$ cat src/rtl/core/ppghr_pkg.sv
// shared constants, register codes and controller/datapath types for the heart rate block
package ppghr_pkg;

    // sample ring geometry
    localparam int WINDOW      = 5;
    localparam int SLOT_W      = $clog2(WINDOW);
    localparam int HALF_WINDOW = WINDOW / 2;

    // field widths
    localparam int SAMPLE_W = 16;
    localparam int STAMP_W  = 32;
    localparam int RATE_W   = 16;

    // configuration port
    localparam int CFG_IDX_W  = 2;
    localparam int CFG_DATA_W = 16;

    localparam logic [CFG_IDX_W-1:0] CFG_PEAK_THRESHOLD = 2'd0;
    localparam logic [CFG_IDX_W-1:0] CFG_MIN_INTERVAL   = 2'd1;
    localparam logic [CFG_IDX_W-1:0] CFG_MAX_INTERVAL   = 2'd2;

    localparam logic [CFG_DATA_W-1:0] THRESHOLD_RESET    = 16'd20000;
    localparam logic [CFG_DATA_W-1:0] MIN_INTERVAL_RESET = 16'd333;
    localparam logic [CFG_DATA_W-1:0] MAX_INTERVAL_RESET = 16'd1500;

    // rate = 60000 / interval, one quotient bit per cycle
    localparam logic [RATE_W-1:0] RATE_NUMERATOR = 16'd60000;
    localparam int DIV_STEPS = RATE_W;
    localparam int DIV_CNT_W = $clog2(DIV_STEPS);

    // request opcodes
    localparam logic OP_SAMPLE = 1'b0;
    localparam logic OP_CLEAR  = 1'b1;

    // commands from controller to datapath
    typedef struct packed {
        logic capture;
        logic clear;
        logic write_ring;
        logic eval;
        logic decide;
        logic div_step;
        logic div_last;
        logic load_out;
    } ppghr_cmd_t;

    // status from datapath to controller
    typedef struct packed {
        logic op;
        logic need_div;
    } ppghr_status_t;

endpackage

$ cat src/rtl/core/ppghr_sample_if.sv
// sample request channel: valid/ready handshake with opcode, sample and timestamp
interface ppghr_sample_if;
    import ppghr_pkg::*;

    logic                op;
    logic [SAMPLE_W-1:0] ppg_sample;
    logic [STAMP_W-1:0]  timestamp;
    logic                valid;
    logic                ready;

    modport source (output op, output ppg_sample, output timestamp, output valid,
                    input ready);
    modport sink   (input op, input ppg_sample, input timestamp, input valid,
                    output ready);
endinterface

$ cat src/rtl/core/ppghr_rate_if.sv
// rate result channel: valid/ready handshake with heart rate payload
interface ppghr_rate_if;
    import ppghr_pkg::*;

    logic [RATE_W-1:0] heart_rate;
    logic              valid;
    logic              ready;

    modport source (output heart_rate, output valid, input ready);
    modport sink   (input heart_rate, input valid, output ready);
endinterface

$ cat src/rtl/core/ppghr_ctrl.sv
// controller FSM: sequences one sample request through write, evaluate, optional divide, output
module ppghr_ctrl (
    input  logic                    clk,
    input  logic                    rst_n,
    input  logic                    samples_valid,
    output logic                    samples_ready,
    output logic                    rates_valid,
    input  logic                    rates_ready,
    input  ppghr_pkg::ppghr_status_t status,
    output ppghr_pkg::ppghr_cmd_t    cmd
);
    import ppghr_pkg::*;

    localparam logic [2:0] S_IDLE   = 3'd0;
    localparam logic [2:0] S_WRITE  = 3'd1;
    localparam logic [2:0] S_EVAL   = 3'd2;
    localparam logic [2:0] S_DECIDE = 3'd3;
    localparam logic [2:0] S_DIV    = 3'd4;
    localparam logic [2:0] S_FINISH = 3'd5;

    logic [2:0]           state_reg, state_next;
    logic [DIV_CNT_W-1:0] cnt_reg, cnt_next;
    logic                 out_valid_reg, out_valid_next;
    logic                 out_free;

    assign samples_ready = (state_reg == S_IDLE);
    assign rates_valid   = out_valid_reg;
    assign out_free      = !out_valid_reg || rates_ready;

    // next state and commands
    always_comb
    begin
        state_next     = state_reg;
        cnt_next       = cnt_reg;
        out_valid_next = out_valid_reg;
        cmd            = '0;
        if (out_valid_reg && rates_ready)
        begin
            out_valid_next = 1'b0;
        end
        unique case (state_reg)
            S_IDLE:
            begin
                if (samples_valid)
                begin
                    cmd.capture = 1'b1;
                    state_next  = S_WRITE;
                end
            end
            S_WRITE:
            begin
                if (status.op == OP_CLEAR)
                begin
                    cmd.clear  = 1'b1;
                    state_next = S_FINISH;
                end
                else
                begin
                    cmd.write_ring = 1'b1;
                    state_next     = S_EVAL;
                end
            end
            S_EVAL:
            begin
                cmd.eval   = 1'b1;
                state_next = S_DECIDE;
            end
            S_DECIDE:
            begin
                cmd.decide = 1'b1;
                cnt_next   = '0;
                state_next = status.need_div ? S_DIV : S_FINISH;
            end
            S_DIV:
            begin
                cmd.div_step = 1'b1;
                cnt_next     = cnt_reg + 1'b1;
                if (cnt_reg == DIV_CNT_W'(DIV_STEPS - 1))
                begin
                    cmd.div_last = 1'b1;
                    state_next   = S_FINISH;
                end
            end
            S_FINISH:
            begin
                if (out_free)
                begin
                    cmd.load_out   = 1'b1;
                    out_valid_next = 1'b1;
                    state_next     = S_IDLE;
                end
            end
            default:
            begin
                state_next = S_IDLE;
            end
        endcase
    end

    // state registers
    always_ff @(posedge clk or negedge rst_n)
    begin
        if (!rst_n)
        begin
            state_reg     <= S_IDLE;
            cnt_reg       <= '0;
            out_valid_reg <= 1'b0;
        end
        else
        begin
            state_reg     <= state_next;
            cnt_reg       <= cnt_next;
            out_valid_reg <= out_valid_next;
        end
    end

endmodule

$ cat src/rtl/core/ppghr_datapath.sv
// datapath: sample ring, peak test, interval check, radix-2 rate divider and output register
module ppghr_datapath (
    input  logic                                clk,
    input  logic                                rst_n,
    input  ppghr_pkg::ppghr_cmd_t               cmd,
    output ppghr_pkg::ppghr_status_t            status,
    input  logic                                op,
    input  logic [ppghr_pkg::SAMPLE_W-1:0]      ppg_sample,
    input  logic [ppghr_pkg::STAMP_W-1:0]       timestamp,
    input  logic                                cfg_we,
    input  logic [ppghr_pkg::CFG_IDX_W-1:0]     cfg_index,
    input  logic [ppghr_pkg::CFG_DATA_W-1:0]    cfg_data,
    output logic [ppghr_pkg::RATE_W-1:0]        heart_rate
);
    import ppghr_pkg::*;

    // configuration
    logic [CFG_DATA_W-1:0] threshold_reg, min_int_reg, max_int_reg;

    // captured request
    logic                op_reg;
    logic [SAMPLE_W-1:0] sample_reg;
    logic [STAMP_W-1:0]  stamp_reg;

    // algorithm state
    logic [SAMPLE_W-1:0] ring_reg [WINDOW];
    logic [SLOT_W-1:0]   slot_reg;
    logic [SLOT_W-1:0]   centre_reg;
    logic [STAMP_W-1:0]  last_reg;
    logic [RATE_W-1:0]   rate_reg;

    // evaluation results
    logic                peak_reg;
    logic [STAMP_W-1:0]  interval_reg;

    // divider
    logic [RATE_W-1:0]   rem_reg;
    logic [RATE_W-1:0]   num_reg;
    logic [RATE_W-1:0]   den_reg;

    logic [RATE_W-1:0]   result_reg;

    logic [SLOT_W:0]     centre_sum;
    logic [SLOT_W-1:0]   slot_inc;
    logic [SLOT_W-1:0]   centre_next;
    logic [SAMPLE_W-1:0] centre_val;
    logic                peak_next;
    logic                warm;
    logic                last_zero;
    logic                ge_min;
    logic                le_max;
    logic                peak_ok;
    logic                need_div;
    logic [RATE_W:0]     trial;
    logic [RATE_W:0]     trial_diff;
    logic                qbit;
    logic [RATE_W-1:0]   rem_next;

    // centre slot and write pointer advance
    always_comb
    begin
        centre_sum = {1'b0, slot_reg} + (SLOT_W + 1)'(WINDOW - HALF_WINDOW);
        if (centre_sum >= (SLOT_W + 1)'(WINDOW))
        begin
            centre_next = SLOT_W'(centre_sum - (SLOT_W + 1)'(WINDOW));
        end
        else
        begin
            centre_next = centre_sum[SLOT_W-1:0];
        end
        if (slot_reg == SLOT_W'(WINDOW - 1))
        begin
            slot_inc = '0;
        end
        else
        begin
            slot_inc = slot_reg + 1'b1;
        end
    end

    // peak test: centre above threshold and no smaller than any ring entry
    always_comb
    begin
        centre_val = ring_reg[centre_reg];
        peak_next  = (centre_val > threshold_reg);
        for (int k = 0; k < WINDOW; k++)
        begin
            if (centre_val < ring_reg[k])
            begin
                peak_next = 1'b0;
            end
        end
    end

    // peak acceptance and rate update decision
    assign warm      = (ring_reg[0] == '0);
    assign last_zero = (last_reg == '0);
    assign ge_min    = (interval_reg >= {{(STAMP_W - CFG_DATA_W){1'b0}}, min_int_reg});
    assign le_max    = (interval_reg <= {{(STAMP_W - CFG_DATA_W){1'b0}}, max_int_reg});
    assign peak_ok   = !warm && peak_reg && (last_zero || ge_min);
    assign need_div  = peak_ok && !last_zero && (interval_reg != '0) && ge_min && le_max;

    assign status.op       = op_reg;
    assign status.need_div = need_div;

    // one restoring division step
    always_comb
    begin
        trial      = {rem_reg, num_reg[RATE_W-1]};
        trial_diff = trial - {1'b0, den_reg};
        qbit       = (trial >= {1'b0, den_reg});
        rem_next   = qbit ? trial_diff[RATE_W-1:0] : trial[RATE_W-1:0];
    end

    // configuration registers
    always_ff @(posedge clk or negedge rst_n)
    begin
        if (!rst_n)
        begin
            threshold_reg <= THRESHOLD_RESET;
            min_int_reg   <= MIN_INTERVAL_RESET;
            max_int_reg   <= MAX_INTERVAL_RESET;
        end
        else if (cfg_we)
        begin
            unique case (cfg_index)
                CFG_PEAK_THRESHOLD: threshold_reg <= cfg_data;
                CFG_MIN_INTERVAL:   min_int_reg   <= cfg_data;
                CFG_MAX_INTERVAL:   max_int_reg   <= cfg_data;
                default:            ;
            endcase
        end
    end

    // captured request fields
    always_ff @(posedge clk)
    begin
        if (cmd.capture)
        begin
            op_reg     <= op;
            sample_reg <= ppg_sample;
            stamp_reg  <= timestamp;
        end
    end

    // ring, pointers, last peak and held rate
    always_ff @(posedge clk or negedge rst_n)
    begin
        if (!rst_n)
        begin
            for (int k = 0; k < WINDOW; k++)
            begin
                ring_reg[k] <= '0;
            end
            slot_reg   <= '0;
            centre_reg <= '0;
            last_reg   <= '0;
            rate_reg   <= '0;
        end
        else if (cmd.clear)
        begin
            for (int k = 0; k < WINDOW; k++)
            begin
                ring_reg[k] <= '0;
            end
            slot_reg <= '0;
            last_reg <= '0;
            rate_reg <= '0;
        end
        else
        begin
            if (cmd.write_ring)
            begin
                for (int k = 0; k < WINDOW; k++)
                begin
                    if (SLOT_W'(k) == slot_reg)
                    begin
                        ring_reg[k] <= sample_reg;
                    end
                end
                slot_reg   <= slot_inc;
                centre_reg <= centre_next;
            end
            if (cmd.decide && peak_ok)
            begin
                last_reg <= stamp_reg;
            end
            if (cmd.div_step && cmd.div_last)
            begin
                rate_reg <= {num_reg[RATE_W-2:0], qbit};
            end
        end
    end

    // evaluation and divider working registers
    always_ff @(posedge clk)
    begin
        if (cmd.eval)
        begin
            peak_reg     <= peak_next;
            interval_reg <= stamp_reg - last_reg;
        end
        if (cmd.decide)
        begin
            rem_reg <= '0;
            num_reg <= RATE_NUMERATOR;
            den_reg <= interval_reg[RATE_W-1:0];
        end
        else if (cmd.div_step)
        begin
            rem_reg <= rem_next;
            num_reg <= {num_reg[RATE_W-2:0], qbit};
        end
    end

    // output register, zero while slot zero of the ring is empty
    always_ff @(posedge clk)
    begin
        if (cmd.load_out)
        begin
            result_reg <= warm ? '0 : rate_reg;
        end
    end

    assign heart_rate = result_reg;

endmodule

$ cat src/rtl/core/ppg_peak_heart_rate.sv
// top level of the optical pulse peak interval heart rate block
//
// samples: sink channel, one request per sensor reading (op, ppg_sample,
//   timestamp); op set clears the ring, last peak time and held rate.
// rates: source channel, exactly one heart_rate result per request, in order.
// cfg_we/cfg_index/cfg_data: register writes (threshold, min and max
//   interval), taken in the cycle cfg_we is high; write only while idle.
// sequence: a clear runs write then finish, a sample write, evaluate,
//   decide and finish; a sample that updates the rate also runs the
//   one-bit-per-cycle divider for 60000 / interval before finish.
// throughput: one request at a time; samples.ready is high only while the
//   controller is idle, so a new request waits until the last one is done.
// the result sits in an output register, so the next request is accepted
//   while it waits; if the receiver still stalls when the next result is
//   ready, the controller holds that result until the register frees.
// reset: rst_n, asynchronous active low, clears the ring, pointers, last peak,
//   held rate and control state, and loads register defaults 20000, 333, 1500.
module ppg_peak_heart_rate (
    input  logic                             clk,
    input  logic                             rst_n,
    ppghr_sample_if.sink                     samples,
    ppghr_rate_if.source                     rates,
    input  logic                             cfg_we,
    input  logic [ppghr_pkg::CFG_IDX_W-1:0]  cfg_index,
    input  logic [ppghr_pkg::CFG_DATA_W-1:0] cfg_data
);
    import ppghr_pkg::*;

    ppghr_cmd_t    cmd;
    ppghr_status_t status;

    // controller
    ppghr_ctrl u_ctrl (
        .clk           (clk),
        .rst_n         (rst_n),
        .samples_valid (samples.valid),
        .samples_ready (samples.ready),
        .rates_valid   (rates.valid),
        .rates_ready   (rates.ready),
        .status        (status),
        .cmd           (cmd)
    );

    // datapath
    ppghr_datapath u_datapath (
        .clk        (clk),
        .rst_n      (rst_n),
        .cmd        (cmd),
        .status     (status),
        .op         (samples.op),
        .ppg_sample (samples.ppg_sample),
        .timestamp  (samples.timestamp),
        .cfg_we     (cfg_we),
        .cfg_index  (cfg_index),
        .cfg_data   (cfg_data),
        .heart_rate (rates.heart_rate)
    );

endmodule

$ cat src/flat_wrapper.sv
// flat-port wrapper written by rule: the top's interface ports become plain ports
module ppg_peak_heart_rate_flat import ppghr_pkg::*;
  (clk, rst_n, cfg_we, cfg_index, cfg_data, samples_op, samples_ppg_sample, samples_timestamp, samples_valid, samples_ready, rates_heart_rate, rates_valid, rates_ready);
  ppghr_sample_if samples_i ();
  ppghr_rate_if rates_i ();
  input  logic clk;
  input  logic rst_n;
  input  logic cfg_we;
  input  logic [ppghr_pkg::CFG_IDX_W-1:0] cfg_index;
  input  logic [ppghr_pkg::CFG_DATA_W-1:0] cfg_data;
  input wire logic [$bits(samples_i.op)-1:0] samples_op;
  input wire logic [$bits(samples_i.ppg_sample)-1:0] samples_ppg_sample;
  input wire logic [$bits(samples_i.timestamp)-1:0] samples_timestamp;
  input wire logic [$bits(samples_i.valid)-1:0] samples_valid;
  output wire logic [$bits(samples_i.ready)-1:0] samples_ready;
  output wire logic [$bits(rates_i.heart_rate)-1:0] rates_heart_rate;
  output wire logic [$bits(rates_i.valid)-1:0] rates_valid;
  input wire logic [$bits(rates_i.ready)-1:0] rates_ready;
  assign samples_i.op = samples_op;
  assign samples_i.ppg_sample = samples_ppg_sample;
  assign samples_i.timestamp = samples_timestamp;
  assign samples_i.valid = samples_valid;
  assign samples_ready = samples_i.ready;
  assign rates_heart_rate = rates_i.heart_rate;
  assign rates_valid = rates_i.valid;
  assign rates_i.ready = rates_ready;
  ppg_peak_heart_rate u_core (.clk(clk), .rst_n(rst_n), .samples(samples_i), .rates(rates_i), .cfg_we(cfg_we), .cfg_index(cfg_index), .cfg_data(cfg_data));
endmodule
$ cat config.mk
export PLATFORM = sky130hd
export DESIGN_NAME = ppg_peak_heart_rate_flat
export DESIGN_NICKNAME = d
export VERILOG_FILES = /design/src/rtl/core/ppghr_pkg.sv /design/src/rtl/core/ppghr_sample_if.sv /design/src/rtl/core/ppghr_rate_if.sv /design/src/rtl/core/ppghr_ctrl.sv /design/src/rtl/core/ppghr_datapath.sv /design/src/rtl/core/ppg_peak_heart_rate.sv /design/src/flat_wrapper.sv
export SDC_FILE = /design/constraint.sdc
export NUM_CORES = 1
export LEC_CHECK = 0
export ABC_AREA = 1
export BUFFER_PORTS_ARGS = -buffer_cell sky130_fd_sc_hd__buf_2
export CORE_MARGIN = 8
export CORE_UTILIZATION = 40
export CTS_CLUSTER_DIAMETER = 30
export DETAILED_ROUTE_END_ITERATION = 12
export MAX_ROUTING_LAYER = met4
export REMOVE_ABC_BUFFERS = 1
export SLEW_MARGIN = 30
export SYNTH_ARGS = -nofsm -noshare
export SYNTH_HDL_FRONTEND = slang
export SYNTH_SLANG_ARGS = --single-unit
$ cat constraint.sdc
create_clock -name clk -period 5.3 [get_ports clk]
set_input_delay 0.265 -clock clk [delete_from_list [all_inputs] [get_ports clk]]
set_output_delay 0.265 -clock clk [all_outputs]
set_load 0.01 [all_outputs]
==> flow_summary_export.csv, run 1 <==
group,metric,value,unit
status,status,"finished, final reports clean",
place,hpwl,34.5,mm
sta,setup_tns,0,ps
cells_and_area,nFillCells,4370,
route,drtPass1Iterations,5,
route,wl_per_cell,16.0,um
route,final_antenna_net_count,0,
clock_tree,hold_buffers,61,
pwr,total_power,15.7,mW
cells_and_area,layout-drive-gt1-share,0.124,
die,dieArea,54200,um2
cells_and_area,final_area,23300,um2
sta,setup_violations,0,
clock_tree,cts_buffers,82,
critical_path,end_kind,"flip-flop",
hold_path,min_path_cells,3,
critical_path,cp.arrival,4340,ps
cells_and_area,diodes,0,
sta,fin_crit,4000,ps
die,core-area,46500,um2
die,pin_count,90,
synthesis,synth_top_area_cell,"dfrtp_1",
critical_path,cp_slowest_cell,"o21ai_0",
die,row_count,79,
critical_path,reg2reg_depth,12,
die,die_h,233,um
critical_path,reg2reg_from,"u_core.u_datapath.centre_reg[1]$_DFFE_PN0P_",
synthesis,postSynthAreaPerCell,8.67,um2
place,port_buffers,89,
synthesis,ys_async_sr_fraction,0.565,
critical_path,start_kind,"flip-flop",
critical_path,worst_path_largest_cell_delay,930,ps
grt,grt_pass1_wl,80.2,mm
cells_and_area,syn_to_final_growth,23.9,%
sta,max_slew_margin,0.372,
place,placed_area,19800,um2
route,initialDrtViolationCount,882,
clock_tree,root_buffer,"clkbuf_16",
sta,finalCritPeriodShare,0.756,
synthesis,ys.flop_type,"dfrtp_1",
route,route.vias.total,15200,
synthesis,ys_types,61,
synthesis,synth.top_cell.area_share,0.230,
pwr,p_per_area,674,nW/um2
pwr,peakVddDrop,0.000297,V
route,drc,0,
cells_and_area,utilization,0.501,
clock_tree,cts.path.max_buffers,3,
grt,gr-total-overflow,0,
clock_tree,clock_latency,600,ps
synthesis,synth_area_leaders,"dfrtp_1, edfxtp_1, ha_1, nand2_1, inv_1",
synthesis,ys_ff_latch,336,
clock_tree,postCtsSetupRepairBufs,0,
clock_tree,post_cts_resized,0,
sta,clock-skew-final,26.5,ps
cells_and_area,num-nets-final,2604,
cells_and_area,stdcell_count,3025,
route,wl,48.3,mm
hold_path,min_to,"u_core.u_datapath.max_int_reg[12]$_DFFE_PN0P_",
grt,grt_pass1_vias,15400,
cells_and_area,ff_latch_area,8840,um2
pwr,p_leak,10.9,nW
die,die_x,233,um
synthesis,yosys_warnings,0,
critical_path,cp_cell_sequence,"buf_4 -> inv_2 -> nand3_1 -> o21ai_0 -> ha_1 -> a21oi_1 -> nor2_1 -> a211oi_1 -> o221a_2 -> nand2_1 -> nand3_1 -> nor2_1",
place,place.gp.congestion,0.876,
synthesis,synth_edf_count,114,
synthesis,ys_seq_area_frac,0.470,
synthesis,syn_inst,2169,
critical_path,path_class,"flip-flop to flip-flop",
critical_path,crit_required,5640,ps
grt,antenna_found_initial,0,
die,initial_utilization,0.405,
clock_tree,clock_sinks,336,
grt,grt_util_all_layers,0.188,
sta,rsz0062_at_grt,"false",
sta,final-hold-violation-count,0,
grt,grt_max_degree,106,
cells_and_area,multi_input_area,8440,um2
critical_path,r2r_slack,1300,ps
critical_path,crit_path_max_fanout,19,
critical_path,worst_r2r_endpoint,"u_core.u_datapath.peak_reg$_SDFFCE_PP0P_",
route,viasPerCell,5.02,
hold_path,hold_start,"cfg_data[12]",
job,maxCapViolCount,0,
clock_tree,cts_tree,"done",
hold_path,hold_class,"input pin to flip-flop",
synthesis,netlist_area,18800,um2
place,post-place-cells,2814,
sta,tightest_slew,932,ps
sta,timing.fmax,0.250,GHz
clock_tree,clk_pin_slew_worst_paths,40,ps
sta,report.final.slew_viol_count,0,
cells_and_area,largest_reg_flops,80,
clock_tree,htreeDepth,3,
==> layout by cell type, fill, tap and decap left out, types with 19 or more instances in the layout <==
| master | n |
|---|---|
| dlygate4sd3_1 | 61 |
| nand3_1 | 120 |
| xor2_1 | 27 |
| dfrtp_1 | 173 |
| edfxtp_1 | 114 |
| inv_1 | 323 |
| nor2_1 | 110 |
| dfxtp_1 | 32 |
| ha_1 | 178 |
| buf_2 | 88 |
| nand4_1 | 19 |
| o21ai_0 | 208 |
| a21oi_1 | 129 |
| nand2_1 | 461 |
| clkbuf_16 | 84 |
| o22ai_1 | 25 |
==> Yosys cell counts, types with 27 or more instances <==
cell,instances
a21oi_1,129
clkbuf_1,37
dfrtp_1,173
dfxtp_1,32
edfxtp_1,114
ha_1,178
inv_1,323
nand2_1,464
nand3_1,123
nor2_1,111
o21ai_0,215
xor2_1,27
==> kinds of logic (layout without fill, tap and decap cells) <==
group           after synthesis  after routing  share of synthesized area
flops                       336            336                      0.470
fa+ha+maj                   180            180                      0.121
compound gates              449            449                      0.133
xor+xnor                     42             42                     0.0196
simple gates                768            768                      0.174
buf+inv                     394            643                     0.0827
==> layer usage <==
layer,wire (um),track usage,up-vias
met2,21300,0.281,324
met5,0,-,-
met1,23800,0.259,7146
li1,-,-,7647
met4,830,0.0563,0
met3,2350,0.0330,60
==> power breakdown <==
| group | switching, mW | internal, mW |
|---|---|---|
| Combinational | 4.16 | 2.31 |
| Sequential | 0.505 | 3.61 |
| Clock | 1.53 | 3.59 |
==> through the flow <==
step	setup slack, ps	hold WS [ps]
CTS	1320	5.66
floorplan	788	-30.6
global placement	1420	358
finish	1300	36.6
detailed placement	1340	363
global route	982	24.6
==> worst max-delay path: cells and delay by family, from the launching register on <==
| family | cells | cell delay, ps |
|---|---|---|
| adders and majority gates | 1 | 390 |
| buffers and inverters | 2 | 590 |
| and+or+nand+nor | 5 | 870 |
| AOI/OAI and AO/OA | 4 | 1540 |
| DFF | 1 | 350 |
==> cell type report <==
type / count / area share
Inverter: 333 / 0.0537
Tap cell: 607 / 0.0326
Multi-Input combinational cell: 1439 / 0.362
Timing Repair Buffer: 160 / 0.0495
Clock buffer: 109 / 0.0981
Sequential cell: 336 / 0.380
Clock inverter: 41 / 0.0242
==> worst max-delay path by stage <==
stage / from / to / slack [ps] / cells past startpoint
finish: u_core.u_datapath.centre_reg[1]$_DFFE_PN0P_ / u_core.u_datapath.peak_reg$_SDFFCE_PP0P_ / 1300 / 12
global route: u_core.u_datapath.centre_reg[1]$_DFFE_PN0P_ / u_core.u_datapath.peak_reg$_SDFFCE_PP0P_ / 980 / 13
CTS: u_core.u_datapath.centre_reg[1]$_DFFE_PN0P_ / u_core.u_datapath.peak_reg$_SDFFCE_PP0P_ / 1320 / 13
detailed placement: u_core.u_datapath.centre_reg[1]$_DFFE_PN0P_ / u_core.u_datapath.peak_reg$_SDFFCE_PP0P_ / 1340 / 13
global placement: u_core.u_datapath.centre_reg[1]$_DFFE_PN0P_ / u_core.u_datapath.peak_reg$_SDFFCE_PP0P_ / 1420 / 13
floorplan: u_core.u_ctrl.state_reg[1]$_DFFE_PN0P_ / u_core.u_datapath.op_reg$_DFFE_PP_ / 790 / 3
(Power assumes the default switching activity.)
==> inputs of run 2 (changes only) <==
clock period = 3.2 ns   (was 5.3 ns; I/O delays follow)
==> flow_summary_export.csv, run 2 (same netlist as run 1, synthesis figures left out) <==
group,metric,value,unit
route,initialDrtViolationCount,873,
clock_tree,root_buffer,"clkbuf_16",
pwr,p_per_area,1110,nW/um2
sta,setup_tns,0,ps
route,final_antenna_net_count,0,
clock_tree,htreeDepth,3,
clock_tree,clock_latency,600,ps
route,drtPass1Iterations,5,
critical_path,cp_slowest_cell,"o21ai_0",
sta,timing.fmax,0.344,GHz
clock_tree,postCtsSetupRepairBufs,0,
route,drc,0,
clock_tree,cts.path.max_buffers,3,
grt,grtUsageMet3,0.0368,
status,status,"finished, final reports clean",
grt,grt_max_degree,93,
die,row_count,79,
critical_path,end_kind,"flip-flop",
cells_and_area,layout_commonest_cell,"nand2_1",
route,wl_per_cell,16.0,um
cells_and_area,utilization,0.506,
route,viasPerCell,5.00,
hold_path,hold_class,"input pin to flip-flop",
die,die_h,233,um
grt,grt_util_all_layers,0.188,
critical_path,cp_cell_sequence,"inv_2 -> nand3_1 -> buf_4 -> o21ai_0 -> ha_1 -> a21oi_1 -> o21ai_0 -> nand3_1 -> a21oi_1 -> a211oi_1 -> nand2_1 -> nand3_1 -> nor2_1",
place,post-place-cells,2832,
grt,use_met1,0.250,
pwr,p_leak,11.0,nW
route,route.vias.total,15200,
die,pin_count,90,
critical_path,cp.arrival,3250,ps
clock_tree,clk_pin_slew_worst_paths,40,ps
die,core-area,46500,um2
job,maxCapViolCount,0,
critical_path,path_class,"flip-flop to flip-flop",
sta,clock-skew-final,22.5,ps
grt,busiest_layer,"met2",
place,port_buffers,89,
die,initial_utilization,0.405,
critical_path,start_kind,"flip-flop",
grt,grt_pass1_wl,80.1,mm
critical_path,path_delay_family,"compound AO/OA/AOI/OAI gates",
critical_path,crit_required,3540,ps
sta,rsz0062_at_grt,"false",
clock_tree,cts_tree,"done",
sta,setup_violations,0,
die,dieArea,54200,um2
sta,holdWs,63.9,ps
cells_and_area,layout-drive-gt1-share,0.129,
place,hpwl,34.8,mm
clock_tree,clock_sinks,336,
sta,max_slew_margin,0.410,
grt,grt_pass1_vias,15400,
sta,final-hold-violation-count,0,
grt,gr-total-overflow,0,
grt,grtUsageMet2,0.284,
grt,antenna_found_initial,0,
cells_and_area,mostFrequentLayoutCells,"nand2_1, inv_1, o21ai_0",
sta,finalCritPeriodShare,0.909,
cells_and_area,largest_reg_flops,80,
critical_path,crit_path_max_fanout,8,
critical_path,cp_num_buf_inv,2,
route,wl,48.7,mm
cells_and_area,diodes,0,
place,place.gp.congestion,0.910,
sta,tightest_slew,875,ps
critical_path,path_common_cell,"nand3_1",
pwr,total_power,26.1,mW
cells_and_area,num-nets-final,2626,
critical_path,worst_path_largest_cell_delay,670,ps
sta,report.final.slew_viol_count,0,
die,die_x,233,um
cells_and_area,syn_to_final_growth,25.0,%
clock_tree,cts_buffers,80,
pwr,peakVddDrop,0.000603,V
cells_and_area,stdcell_count,3049,
sta,fin_crit,2910,ps
-- run 2: cell types whose count changed in the layout (fill, tap and decap cells not counted), moves of 3 or more --
cell / delta
clkinvlp_4: +8
o21ai_1: -5
nand2_2: -3
clkinv_2: -4
nand2_1: +3
buf_4: +17
clkbuf_8: -3
dlygate4sd3_1: +6
o21ai_0: +5
-- run 2: worst paths after layout --
path / from / endpoint / slack, ps / depth (start not counted)
max reg2reg: u_core.u_datapath.centre_reg[0]$_DFFE_PN0P_ / u_core.u_datapath.peak_reg$_SDFFCE_PP0P_ / 290 / 13
max: u_core.u_datapath.centre_reg[0]$_DFFE_PN0P_ / u_core.u_datapath.peak_reg$_SDFFCE_PP0P_ / 290 / 13
min in group asynchronous: rst_n / u_core.u_datapath.ring_reg[43]$_DFFE_PN0P_ / 190 / 2
min reg2reg: u_core.u_ctrl.cnt_reg[3]$_DFFE_PN0N_ / u_core.u_ctrl.cnt_reg[3]$_DFFE_PN0N_ / 470 / 1
min: samples_valid / u_core.u_ctrl.state_reg[0]$_DFFE_PN0P_ / 60 / 5
max in group asynchronous: rst_n / u_core.u_datapath.min_int_reg[8]$_DFFE_PN1P_ / 2120 / 3
-- run 2: final cells by class --
| class | count | area, um2 |
|---|---|---|
| multi-input cells | 1439 | 8440 |
| inverters | 333 | 1250 |
| repair buffers | 184 | 1360 |
| clock buffers | 107 | 2250 |
| well taps | 607 | 759 |
| clock inverters | 43 | 598 |
| fillers | 4334 | 23000 |
| flip-flops and latches | 336 | 8840 |
-- run 2: what timing repair did --
action | CTS | global route
hold buffers | 67 | 0
endpoints found under the hold margin | 189 | 0
setup endpoints to repair | 0 | 0
gates resized for setup | 0 | 0
-- run 2: layer usage --
metal	wire, um	vias up
met1	23800	7125
met5	0	-
met4	1250	0
met3	2330	96
li1	-	7693
met2	21300	324
-- run 2: stage by stage --
step | worst slack, ps | cell area, um2
floorplan | -1310 | 18500
global placement | 305 | 20000
detailed placement | 308 | 20000
CTS | 298 | 23500
global route | 45.1 | 23500
finish | 292 | 23500
-- run 2: power by group --
part	switching (mW)	internal, mW	total, mW	leakage [nW]
sequential	0.863	5.97	6.84	3.73
combinational	6.90	3.98	10.9	5.90
clock	2.59	5.83	8.42	1.34
-- run 2: tightest hold or removal path: stages --
cell and delay (ps):
buf_2 100, inv_1 100, a221oi_1 130, nand2_1 80, nand2_1 50
==> inputs of run 3 (changes only) <==
CORE_UTILIZATION = 56   (was 40)
PLACE_DENSITY = 0.77   (was not set)
SETUP_SLACK_MARGIN = 0.5   (was not set)
==> flow_summary_export.csv, run 3 (same netlist as run 1, synthesis figures left out) <==
group,metric,value,unit
status,status,"finished, final reports clean",
route,drc,0,
route,route.layer.met1.wl,21.2,mm
pwr,switching_share,0.404,
clock_tree,cts.path.max_buffers,3,
pwr,p_per_area,1110,nW/um2
route,wl_per_cell,17.1,um
cells_and_area,utilization,0.690,
grt,grt_max_degree,104,
route,final_antenna_net_count,0,
grt,gr-total-overflow,0,
critical_path,end_kind,"flip-flop",
die,dieArea,39700,um2
critical_path,crit_path_max_fanout,10,
cells_and_area,final_area,23000,um2
place,place.gp.congestion,0.927,
critical_path,start_kind,"flip-flop",
cells_and_area,largest_reg_flops,80,
place,hpwl,33.4,mm
clock_tree,htreeDepth,3,
job,maxCapViolCount,0,
sta,rsz0062_at_grt,"true",
die,die_h,199,um
route,highest_layer,"met4",
route,met2_wirelength,23.5,mm
critical_path,cp.arrival,3090,ps
route,met3_wirelength,2.86,mm
route,wl,49.0,mm
pwr,comb_power_share,0.432,
sta,finalCritPeriodShare,0.864,
route,initialDrtViolationCount,986,
pwr,pwr-share-seq,0.269,
cells_and_area,mostFrequentLayoutCells,"nand2_1, inv_1, o21ai_0",
die,core-area,33300,um2
grt,grt_pass1_vias,16100,
pwr,peakVddDrop,0.000630,V
cells_and_area,layout_commonest_cell,"nand2_1",
die,pin_count,90,
die,row_count,67,
pwr,p_leak,10.9,nW
die,die_x,199,um
place,placed_area,19700,um2
sta,setup_violations,0,
grt,grt_util_all_layers,0.262,
grt,antenna_found_initial,3,
cells_and_area,num-nets-final,2616,
clock_tree,cts_buffers,71,
route,viasPerCell,5.45,
cells_and_area,layout-drive-gt1-share,0.126,
hold_path,hold_class,"input pin to async pin",
sta,timing.fmax,0.362,GHz
sta,clock-skew-final,24.1,ps
sta,max_slew_margin,0.495,
clock_tree,clk_pin_slew_worst_paths,50,ps
pwr,p_switching,10.3,mW
clock_tree,cts_tree,"done",
clock_tree,clock_sinks,336,
critical_path,crit_required,3520,ps
sta,fin_crit,2760,ps
die,initial_utilization,0.565,
sta,final-hold-violation-count,0,
grt,grt_pass1_wl,80.8,mm
place,port_buffers,89,
sta,report.final.slew_viol_count,0,
route,drtPass1Iterations,5,
route,route.vias.total,15600,
clock_tree,root_buffer,"clkbuf_16",
cells_and_area,syn_to_final_growth,22.2,%
critical_path,path_class,"flip-flop to flip-flop",
clock_tree,clock_latency,570,ps
sta,tightest_slew,757,ps
pwr,clkPwrFrac,0.299,
pwr,p_int,15.2,mW
-- run 3: metrics by stage --
| step | setup WS (ps) | total power, mW | cells | TNS (ps) | hold WS [ps] |
|---|---|---|---|---|---|
| final | 436 | 25.5 | 2871 | 0 | 57.0 |
| after global routing | 277 | 27.5 | 2871 | 0 | 64.0 |
| after CTS | 502 | 25.5 | 2867 | 0 | 72.5 |
| after detailed placement | 188 | 17.5 | 2668 | 0 | 338 |
| after global placement | 308 | 17.1 | 2668 | 0 | 330 |
| after floorplan | -1310 | 14.3 | 2108 | -64280 | -136 |
-- run 3: metal layers --
layer  vias to the layer above  track usage
met1                      7402        0.325
li1                       7669            -
met4                         0        0.102
met3                       105       0.0520
met2                       469        0.420
met5                         -            -
-- run 3: power by group through the flow --
stage	clock (mW)	sequential (mW)	combinational (mW)
2_1_floorplan	0	6.69	7.62
4_1_cts	7.70	6.83	10.9
3_5_place_dp	0	6.87	10.6
5_1_grt	7.93	6.99	12.6
6_report	7.60	6.86	11.0
3_3_place_gp	0	6.83	10.3
-- run 3: area by class of cell --
class                           instances  area [um2]
Timing Repair Buffer                  183        1360
Inverter                              333        1260
Antenna cell                            3        7.51
Fill cell                            2511       10300
Sequential cell                       336        8840
Clock buffer                           87        1950
Tap cell                              448         561
Clock inverter                         42         551
Multi-Input combinational cell       1439        8450
-- run 3: worst paths after layout --
path,endpoint,startpoint,cells after the start,slack (ps)
max,u_core.u_datapath.peak_reg$_SDFFCE_PP0P_,u_core.u_datapath.centre_reg[1]$_DFFE_PN0P_,13,440
min,u_core.u_ctrl.cnt_reg[2]$_DFFE_PN0N_,rst_n,2,60
max reg2reg,u_core.u_datapath.peak_reg$_SDFFCE_PP0P_,u_core.u_datapath.centre_reg[1]$_DFFE_PN0P_,13,440
min reg2reg,u_core.u_ctrl.cnt_reg[3]$_DFFE_PN0N_,u_core.u_ctrl.cnt_reg[3]$_DFFE_PN0N_,1,470
max in group asynchronous,u_core.u_datapath.last_reg[12]$_DFFE_PN0P_,rst_n,4,2160
min in group clk,u_core.u_ctrl.state_reg[0]$_DFFE_PN0P_,samples_valid,5,100
-- run 3: worst max-delay path, cell delays in order (launching register included) --
cell,delay (ps)
dfrtp_1,380
inv_2,160
nand3_1,150
buf_4,230
o21ai_1,470
ha_1,350
nand2_1,80
nor2_1,50
a211oi_1,170
nand2_1,150
nand2_1,80
nand2_1,90
nand3_1,110
nor2_1,40
-- run 3: repair_timing --
action                                 CTS  global route
buffers inserted                         3             0
hold buffers                            67             0
pin swaps                                0             0
endpoints found under the hold margin  182             0
gates resized for setup                 17             6
setup endpoints to repair                1            85
